$ cat config.mk
export PLATFORM = sky130hd
export DESIGN_NAME = sms_div
export DESIGN_NICKNAME = d
export VERILOG_FILES = /design/src/rtl/core/sms_pkg.sv /design/src/rtl/core/sms_div.sv
export SDC_FILE = /design/constraint.sdc
export NUM_CORES = 1
export LEC_CHECK = 0
export ABC_CLOCK_PERIOD_IN_PS = 3400
export BUFFER_PORTS_ARGS = -buffer_cell sky130_fd_sc_hd__buf_2
export CAP_MARGIN = 20
export CORE_MARGIN = 3
export CORE_UTILIZATION = 36
export CTS_BUF_LIST = sky130_fd_sc_hd__clkbuf_8
export DETAILED_ROUTE_END_ITERATION = 12
export PLACE_DENSITY = 0.57
export RECOVER_POWER = 50
export SYNTH_ARGS = -nofsm -noshare
export SYNTH_HDL_FRONTEND = slang
export SYNTH_SLANG_ARGS = --single-unit
$ cat constraint.sdc
create_clock -name clk_i -period 3.4 [get_ports clk_i]
set_clock_uncertainty 0.2 [all_clocks]
set_input_delay 0.51 -clock clk_i [delete_from_list [all_inputs] [get_ports clk_i]]
set_output_delay 0.51 -clock clk_i [all_outputs]
set_load 0.02 [all_outputs]
$ cat src/rtl/core/sms_pkg.sv
// Package for the stack machine step block: opcodes, fault codes, divider handshake structs.
// No dependencies.
`default_nettype none
package sms_pkg;
  typedef enum logic [3:0] {
    OP_NOP = 4'd0, OP_PUSH = 4'd1, OP_POP = 4'd2, OP_JMP = 4'd3, OP_JMPIF = 4'd4,
    OP_ADD = 4'd5, OP_SUB = 4'd6, OP_MUL = 4'd7, OP_DIV = 4'd8, OP_DUP = 4'd9,
    OP_SWAP = 4'd10, OP_LABEL = 4'd11, OP_HALT = 4'd12, OP_INVALID = 4'd13
  } op_e;

  localparam logic [1:0] FAULT_OK   = 2'd0;
  localparam logic [1:0] FAULT_OVER = 2'd1;
  localparam logic [1:0] FAULT_UNDR = 2'd2;
  localparam logic [1:0] FAULT_DIV0 = 2'd3;

  // Divider handshake.
  typedef struct packed {
    logic start;
  } div_ctl_t;
  typedef struct packed {
    logic busy;
    logic done;
  } div_sts_t;
endpackage
`default_nettype wire

$ cat src/rtl/core/sms_div.sv
// Restoring signed divider, one quotient bit per cycle, truncating toward zero.
// Uses sms_pkg for the control structs.
`default_nettype none
module sms_div #(
  parameter int unsigned W = 32
) (
  input  wire  logic           clk_i,
  input  wire  logic           rst_ni,
  input  wire  sms_pkg::div_ctl_t ctl_i,
  input  wire  logic [W-1:0]   a_i,
  input  wire  logic [W-1:0]   b_i,
  output sms_pkg::div_sts_t    sts_o,
  output logic [W-1:0]         q_o
);
  localparam int unsigned CW = $clog2(W + 1);
  logic [W-1:0]  q_q, q_d, d_q, d_d;
  logic [W:0]    r_q, r_d;
  logic [CW-1:0] cnt_q, cnt_d;
  logic          busy_q, busy_d, done_q, done_d, neg_q, neg_d;
  logic [W:0]    trial;
  logic [W:0]    shifted;

  always_comb begin
    q_d = q_q; d_d = d_q; r_d = r_q; cnt_d = cnt_q;
    busy_d = busy_q; done_d = 1'b0; neg_d = neg_q;
    shifted = {r_q[W-1:0], q_q[W-1]};
    trial = shifted - {1'b0, d_q};
    if (ctl_i.start) begin
      q_d = a_i[W-1] ? (~a_i + 1'b1) : a_i;
      d_d = b_i[W-1] ? (~b_i + 1'b1) : b_i;
      r_d = '0;
      cnt_d = CW'(W);
      busy_d = 1'b1;
      neg_d = a_i[W-1] ^ b_i[W-1];
    end else if (busy_q) begin
      if (!trial[W]) begin
        r_d = trial;
        q_d = {q_q[W-2:0], 1'b1};
      end else begin
        r_d = shifted;
        q_d = {q_q[W-2:0], 1'b0};
      end
      cnt_d = cnt_q - 1'b1;
      if (cnt_q == CW'(1)) begin
        busy_d = 1'b0;
        done_d = 1'b1;
      end
    end
  end

  always_ff @(posedge clk_i or negedge rst_ni) begin
    if (!rst_ni) begin
      busy_q <= 1'b0;
      done_q <= 1'b0;
      cnt_q  <= '0;
    end else begin
      busy_q <= busy_d;
      done_q <= done_d;
      cnt_q  <= cnt_d;
    end
  end

  always_ff @(posedge clk_i) begin
    q_q <= q_d; d_q <= d_d; r_q <= r_d; neg_q <= neg_d;
  end

  assign sts_o.busy = busy_q;
  assign sts_o.done = done_q;
  assign q_o = neg_q ? (~q_q + 1'b1) : q_q;
endmodule
`default_nettype wire

==> run metrics, run 1 <==
fraction of layout cells with a size suffix above 1 24.0%; Synth Area in XOR/XNOR 14.1%; Die Span Y 153 um; Seq cells post-synth 105; Worst R2R End r_q[12]$_SDFFE_PP0P_; R2R depth 13; Peak Freq 269 MHz; Fin. Hold Viols 0; crit-path max FO 3; CP Class reg2out; Final nets 1113; TritonRoute pass-1 iters 5; vias 6610; Synth area leaders edfxtp_1 (25%), xnor2_1 (9.0%), dfxtp_1 (8.3%); leak pwr 3.97 nW; Critical Path AT 3010 ps; most frequent cells in the layout nor2_1 (85), buf_2 (81), xnor2_1 (79); run status finished, violations left; Worst Setup End Kind output port; Post-Synthesis Cells 867; CTS clk-pin slew, worst paths 110 ps; DRC viols 0; adder-cell share of the synthesized area 6.23%; CP Data Required Time 2690 ps; Yosys warnings 0; # setup viols final 17; PD cells 649 nW/um2; Die ar. 23300 um2; Post-Synth Simple-Gate Area 14.9%; Placement Setup Slack -201 ps; Worst-Margin Slew 1700 ps; crit path time final 3720 ps; core area 21100 um2; max cap viols 1; number of DRC markers in iteration 0 406; grt total ovfl 0; placed insts 1253; Post-Place Cell Area 8890 um2; Final Core Density 45.7%; # IOs 101; Reg area 2790 um2; antenna cells 0; Finished Cell Area 9640 um2; Synth top area share 25.2%; largest area contributor in the netlist edfxtp_1; mux cell area share after synthesis 3.89%; worst rel slew slack -13.4%; vias in the first global route 6275; Hold/Removal Path Class in2reg; Layout area overhead 24.3%; floorplan die width 153 um; CTS tree yes; largest net degree at the start of global routing 78; clock sinks 105; syn nets 972; largest family of logic cells by synthesized area compound AO/OA/AOI/OAI gates; clk_lat worst skew 390 ps; synth unique cells 65; initial antenna violation count 0; Worst R2R Setup Slack 60 ps; Std-Cell Rows 53; Hold Path Depth 2; GPL Wtd Cong 0.832; post-synthesis cell area 7760 um2; Slew Viols, Final 39; Post-Synthesis Mean Instance Area 8.95 um2; complex-gate fraction of the synthesized area 20.0%; post-DR wirelength/cell 14.3 um; post-synthesis sequential area ratio 36.0%; failing checks capacitance limit, slew limit, setup timing; via/cell ratio 5.13; Worst Hold Launch b_i[16]; first-pass GRT wire length 30.3 mm; Multi-input gate area 4950 um2; WHS 220 ps; ys async rst share 7.62%; DPL Wire Length 13.5 mm; peak supply drop 0.000254 V; Root Driver clkbuf_8; R2R Path Start d_q[0]$_DFFE_PP_; final WL 18.4 mm; total number of H-tree levels 3; RSZ-0062 raised after global routing true; Critical Path Start Type flip-flop; fin crit share 109%; Most used DFF post-synth edfxtp_1; Max Buffers Root-to-Sink 2; Hold Path End d_q[16]$_DFFE_PP_; Port Buffers 100; Fill cells 2067; Post-DRT Antenna Nets 0; Initial Utilization 36.8%; most common cell after layout, fill and taps aside nor2_1; Post-synth EDFFs 65; setup ws final -316 ps; total track usage 15.5%; non-filler cells, final 1288; CTS Buf Count 9
worst max path at each step:
stage | from | to | slack (ps) | cells past startpoint
floorplan | q_q[31]$_DFFE_PP_ | r_q[3]$_SDFFE_PP0P_ | 5 | 13
finish | q_q[16]$_DFFE_PP_ | q_o[28] | -320 | 8
global placement | a_i[8] | q_q[29]$_DFFE_PP_ | -180 | 10
global route | q_q[3]$_DFFE_PP_ | q_o[28] | -430 | 9
detailed placement | a_i[16] | q_q[29]$_DFFE_PP_ | -200 | 9
CTS | q_q[3]$_DFFE_PP_ | q_o[30] | -340 | 9
stage by stage:
stage	total power [mW]	setup TNS (ps)
after global placement	5.15	-673
after global routing	6.77	-5540
after floorplan	4.30	0
after detailed placement	5.16	-909
final	6.26	-2720
after CTS	6.18	-2940
Yosys cell counts, types with 10 or more instances:
cell and instances:
a21oi_1 71, ha_1 37, nor2_1 85, nand3_1 10, dfxtp_1 32, nor3_1 15, inv_1 54, xor2_1 43
o21ai_0 50, xnor2_1 80, o31ai_1 28, edfxtp_1 65, nand2_1 54, clkbuf_1 33, mux2i_1 29, nand2b_1 12
a211oi_1 30, o41ai_1 14, a21o_1 15
final cells by class:
| cell class | instances | area share [%] |
|---|---|---|
| multi-input cells | 665 | 51.3 |
| flip-flops and latches | 105 | 29.0 |
| repair buffers | 173 | 12.3 |
| well taps | 275 | 3.57 |
| inverters | 54 | 2.10 |
| clock buffers | 9 | 1.28 |
| clock inverters | 7 | 0.480 |
sequential cells by signal, indices dropped and copies added, names as in the netlist:
| register | flops |
|---|---|
| q_q | 32 |
| r_q | 32 |
| done_q | 1 |
| busy_q | 1 |
| neg_q | 1 |
| cnt_q | 6 |
| d_q | 32 |
repair_timing:
action | CTS | global route
hold buffers | 1 | 0
pin swaps | 19 | 35
gates resized for setup | 58 | 38
gates cloned | 2 | 0
buffers inserted | 8 | 11
setup endpoints to repair | 47 | 50
endpoints found under the hold margin | 8 | 0
worst max-delay path: stages, from the launching register on:
cell      delay, ps
edfxtp_1        400
or4_4           550
or4_4           440
or2_4           260
or3_4           380
nand2b_4        160
o21ai_2         140
xnor2_1         130
buf_4           160
routing by layer:
layer	vias up	share of wire [%]	track usage, %
met5	-	0	0
met4	0	1.9	5.43
met3	22	3.5	2.16
met2	124	47	25.8
met1	3063	48	20.7
li1	3401	-	-
where the power goes:
part	total, mW	internal, mW	switching, mW
Clock	0.723	0.266	0.457
Combinational	3.57	1.72	1.84
Sequential	1.97	1.69	0.275
Total	6.26	3.68	2.58
logic make-up (layout without fill, tap and decap cells):
kind of cell	Yosys count	count (layout)
compound gates	237	237
xor+xnor	124	124
fa+ha+maj	38	38
buf+inv	97	243
flops	105	105
mux	30	30
simple gates	236	236
No activity file was read; power rests on OpenSTA's default activity.
==> inputs of run 2 (changes only) <==
--- a/config.mk
+++ b/config.mk
@@ -10,10 +10,9 @@
 export CAP_MARGIN = 20
 export CORE_MARGIN = 3
 export CORE_UTILIZATION = 36
-export CTS_BUF_LIST = sky130_fd_sc_hd__clkbuf_8
+export CTS_BUF_LIST = sky130_fd_sc_hd__clkbuf_8 sky130_fd_sc_hd__clkbuf_16
 export DETAILED_ROUTE_END_ITERATION = 12
 export PLACE_DENSITY = 0.57
-export RECOVER_POWER = 50
 export SYNTH_ARGS = -nofsm -noshare
 export SYNTH_HDL_FRONTEND = slang
 export SYNTH_SLANG_ARGS = --single-unit
==> run metrics, run 2 (synthesized netlist as in run 1, its figures left out) <==
Worst-Margin Slew 594 ps; CTS clk-pin slew, worst paths 80 ps; Largest regs d_q x32, q_q x32, r_q x32; Final Core Density 46.4%; largest net degree at the start of global routing 78; # IOs 101; worst rel slew slack 60.4%; max cap viols 0; Worst R2R Setup Slack 40 ps; Worst Setup End Kind output port; Fin. Hold Viols 0; number of DRC markers in iteration 0 343; core area 21100 um2; Hold/Removal Path Class in2reg; peak supply drop 0.000300 V; DPL Wire Length 13.5 mm; most common cell after layout, fill and taps aside buf_2; setup ws final -274 ps; CP Class reg2out; met1 usage 20.7%; Root Driver clkbuf_16; vias 6653; total track usage 15.3%; non-filler cells, final 1288; clock sinks 105; CTS tree yes; R2R depth 14; final WL 18.5 mm; most frequent cells in the layout buf_2 (86), nor2_1 (85), xnor2_1 (79); RSZ-0062 raised after global routing true; floorplan die width 153 um; antenna cells 0; DRC viols 0; Layout area overhead 26.1%; Worst R2R End r_q[12]$_SDFFE_PP0P_; via/cell ratio 5.17; Slew Viols, Final 0; overall power 6.62 mW; Std-Cell Rows 53; leak pwr 4.04 nW; first-pass GRT wire length 30.0 mm; # setup viols final 15; met2 Use GR 25.0%; Final nets 1113; crit path time final 3670 ps; initial antenna violation count 0; Post-DRT Antenna Nets 0; TritonRoute pass-1 iters 4; clk_lat worst skew 360 ps; vias in the first global route 6206; Port Buffers 100; Die ar. 23300 um2; grt met3 use 2.16%; Critical Path AT 2960 ps; PD cells 677 nW/um2; Hold Path End d_q[0]$_DFFE_PP_; R2R Path Start q_q[31]$_DFFE_PP_; placed insts 1253; total number of H-tree levels 3; Max Buffers Root-to-Sink 2; grt total ovfl 0; CP Data Required Time 2690 ps; run status finished, violations left; Critical Path Start Type flip-flop; post-DR wirelength/cell 14.3 um; Die Span Y 153 um; CTS Buf Count 9; setup TNS -2180 ps; failing checks setup timing; Peak Freq 272 MHz; Worst Hold Launch b_i[0]; gr busiest metal met2; Hold Path Depth 1; crit-path max FO 3; GPL Wtd Cong 0.832; fraction of layout cells with a size suffix above 1 24.9%; fin crit share 108%; Initial Utilization 36.8%
## run 2: report_power, final
group	total [mW]	switching, mW	internal [mW]
registers	1.97	0.276	1.69
logic	3.68	1.87	1.81
clock network	0.977	0.481	0.496
total	6.62	2.63	3.99
## run 2: how the worst max path moves through the flow
stage	start	to	slack, ps	cells past startpoint
final	q_q[6]$_DFFE_PP_	q_o[28]	-270	9
after global routing	q_q[6]$_DFFE_PP_	q_o[28]	-410	9
after CTS	q_q[3]$_DFFE_PP_	q_o[30]	-290	9
after detailed placement	a_i[16]	q_q[29]$_DFFE_PP_	-200	9
after global placement	a_i[8]	q_q[29]$_DFFE_PP_	-180	10
after floorplan	q_q[31]$_DFFE_PP_	r_q[3]$_SDFFE_PP0P_	5	13
## run 2: timing repair
action | 4_1_cts | 5_1_grt
hold endpoints to repair | 8 | 0
buffers inserted | 4 | 10
setup endpoints to repair | 47 | 50
hold buffers | 1 | 0
resized for setup | 43 | 42
pin swaps | 15 | 44
cloned | 0 | 3
## run 2: area by class of cell
cell class / count / area, um2
Clock buffer: 9 / 225
Multi-Input combinational cell: 665 / 4930
Timing Repair Buffer: 173 / 1250
Fill cell: 2044 / 11300
Inverter: 54 / 203
Clock inverter: 7 / 46.3
Sequential cell: 105 / 2790
Tap cell: 275 / 344
## run 2: layer usage
layer,up-vias,routed length (um)
met3,26,640
met4,0,415
met5,-,0
met1,3077,8860
met2,132,8570
li1,3418,-
## run 2: worst max-delay path, cell delays in order (launching register included)
cell and delay, ps:
edfxtp_1 440, nor4_4 370, nand2b_4 70, or4_4 420
or3_4 360, or3_4 350, nand2b_4 160, o21ai_2 140
xnor2_1 130, buf_4 160
## run 2: through the flow
stage / instance area [um2] / hold slack (ps) / setup WS (ps)
after CTS: 9410 / 212 / -289
after detailed placement: 8890 / 164 / -201
after floorplan: 7760 / 14.4 / 5.22
after global routing: 9790 / 231 / -415
after global placement: 8890 / 172 / -182
final: 9790 / 236 / -274
==> inputs of run 3 (changes only) <==
--- a/config.mk
+++ b/config.mk
@@ -8,11 +8,13 @@
 export ABC_CLOCK_PERIOD_IN_PS = 3400
 export BUFFER_PORTS_ARGS = -buffer_cell sky130_fd_sc_hd__buf_2
 export CAP_MARGIN = 20
+export CELL_PAD_IN_SITES_DETAIL_PLACEMENT = 1
+export CELL_PAD_IN_SITES_GLOBAL_PLACEMENT = 1
 export CORE_MARGIN = 3
 export CORE_UTILIZATION = 36
 export CTS_BUF_LIST = sky130_fd_sc_hd__clkbuf_8 sky130_fd_sc_hd__clkbuf_16
 export DETAILED_ROUTE_END_ITERATION = 12
-export PLACE_DENSITY = 0.57
+export PLACE_DENSITY = 0.71
 export SYNTH_ARGS = -nofsm -noshare
 export SYNTH_HDL_FRONTEND = slang
 export SYNTH_SLANG_ARGS = --single-unit
==> run metrics, run 3 (synthesized netlist as in run 1, its figures left out) <==
run status finished, violations left; failing checks setup timing; Initial Utilization 36.8%; internal power 3.98 mW; RSZ-0062 raised after global routing true; Die Span Y 153 um; Fin. Hold Viols 0; DRC viols 0; Worst Setup EP q_o[26]; DPL Wire Length 15.6 mm; Peak Freq 265 MHz; sw frac 41.3%; overall power 6.77 mW; CP Data Required Time 2690 ps; most frequent cells in the layout buf_4 (89), nor2_1 (85), buf_2 (80); crit path time final 3780 ps; vias 6878; Worst Setup SP q_q[18]$_DFFE_PP_; Placement Setup Slack -252 ps; CTS tree yes; R2R depth 13; most common cell after layout, fill and taps aside buf_4; worst rel slew slack 55.4%; placed insts 1258; Fill cells 2456; clk_lat worst skew 360 ps; GPL Wtd Cong 0.848; Critical Path Start Type flip-flop; post-DR wirelength/cell 17.1 um; setup ws final -381 ps; Worst R2R Setup Slack 0 ps; Clk pwr share 14.7%; Post-Place Cell Area 8900 um2; Slew Viols, Final 0; core area 21100 um2; CP Class reg2out; clock sinks 105; Port Buffers 100; Die ar. 23300 um2; via/cell ratio 5.29; grt total ovfl 0; antenna cells 0; # setup viols final 17; total track usage 18.1%; PD cells 679 nW/um2; first-pass GRT wire length 35.5 mm; total number of H-tree levels 3; non-filler cells, final 1301; peak supply drop 0.000265 V; crit-path max FO 3; Max Buffers Root-to-Sink 2; # IOs 101; largest net degree at the start of global routing 49; Std-Cell Rows 53; CTS clk-pin slew, worst paths 80 ps; Hold/Removal Path Class in2reg; sequential group share of total power 29.3%; Root Driver clkbuf_16; TritonRoute pass-1 iters 4; final WL 22.2 mm; fin crit share 111%; max cap viols 0; vias in the first global route 7271; Worst-Margin Slew 669 ps; Finished Cell Area 9980 um2; R2R Path Start d_q[0]$_DFFE_PP_; leak pwr 4.14 nW; Largest regs d_q x32, q_q x32, r_q x32; initial antenna violation count 0; Layout area overhead 28.6%; CTS Buf Count 9; Sw Pwr 2.79 mW; fraction of layout cells with a size suffix above 1 27.2%; Worst Setup End Kind output port; floorplan die width 153 um; number of DRC markers in iteration 0 306; Worst R2R End r_q[1]$_SDFFE_PP0P_; Comb power frac 56.0%; setup TNS -4630 ps; Critical Path AT 3070 ps; Post-DRT Antenna Nets 0; Final nets 1126
-- run 3: cell types whose count changed in the layout (fill, tap and decap cells not counted), moves of 3 or more --
| cell | before | now |
|---|---|---|
| nand2_1 | 52 | 49 |
| buf_2 | 86 | 80 |
| xnor2_2 | 1 | 5 |
| xnor2_1 | 79 | 75 |
| mux2i_1 | 25 | 21 |
| buf_4 | 71 | 89 |
| buf_6 | 5 | 10 |
-- run 3: routing by layer --
metal / share of wire, % / vias up / GRT usage, %
li1: - / 3438 / -
met4: 1.3 / 0 / 5.39
met1: 44 / 3317 / 22.4
met2: 51 / 105 / 33.3
met3: 3.3 / 18 / 1.96
met5: 0 / - / 0
-- run 3: power by group through the flow --
| stage | clock, mW | sequential (mW) | combinational [mW] |
|---|---|---|---|
| 3_5_place_dp | 0 | 1.98 | 3.29 |
| 3_3_place_gp | 0 | 1.96 | 3.20 |
| 2_1_floorplan | 0 | 1.91 | 2.39 |
| 5_1_grt | 1.07 | 2.03 | 4.15 |
| 4_1_cts | 1.03 | 1.98 | 3.55 |
| 6_report | 0.998 | 1.98 | 3.79 |
-- run 3: worst min path at each step --
stage,start,endpoint,slack (ps),cells past startpoint
finish,b_i[0],d_q[0]$_DFFE_PP_,230,1
global route,b_i[0],d_q[0]$_DFFE_PP_,240,1
CTS,b_i[0],d_q[0]$_DFFE_PP_,210,1
detailed placement,rst_ni,done_q$_DFF_PN0_,160,1
global placement,rst_ni,done_q$_DFF_PN0_,170,1
floorplan,rst_ni,busy_q$_DFF_PN0_,10,0
-- run 3: through the flow --
stage	utilization, %	hold WS, ps
finish	47.3	226
global route	47.3	240
CTS	45.8	214
detailed placement	42.2	165
global placement	42.2	166
floorplan	-	14.4
-- run 3: worst max-delay path, cell delays in order, from the launching register on --
cell and delay [ps]:
edfxtp_1 410, or4_1 560, or4_4 460, or2_4 280
or3_4 390, buf_6 140, o31ai_4 170, xnor2_1 150
buf_4 160
-- run 3: what timing repair did --
| action | CTS | global route |
|---|---|---|
| hold endpoints to repair | 8 | 0 |
| resized for setup | 68 | 52 |
| hold buffers | 1 | 0 |
| setup endpoints to repair | 48 | 49 |
| cloned | 1 | 1 |
| setup buffers | 17 | 11 |
| pin swaps | 24 | 43 |
-- run 3: cell type report --
cell class	instances	area (um2)	area share (%)
well taps	275	344	3.45
repair buffers	186	1320	13.2
multi-input cells	665	5050	50.6
flip-flops and latches	105	2790	28.0
inverters	54	203	2.03
clock buffers	9	225	2.26
clock inverters	7	45.0	0.451
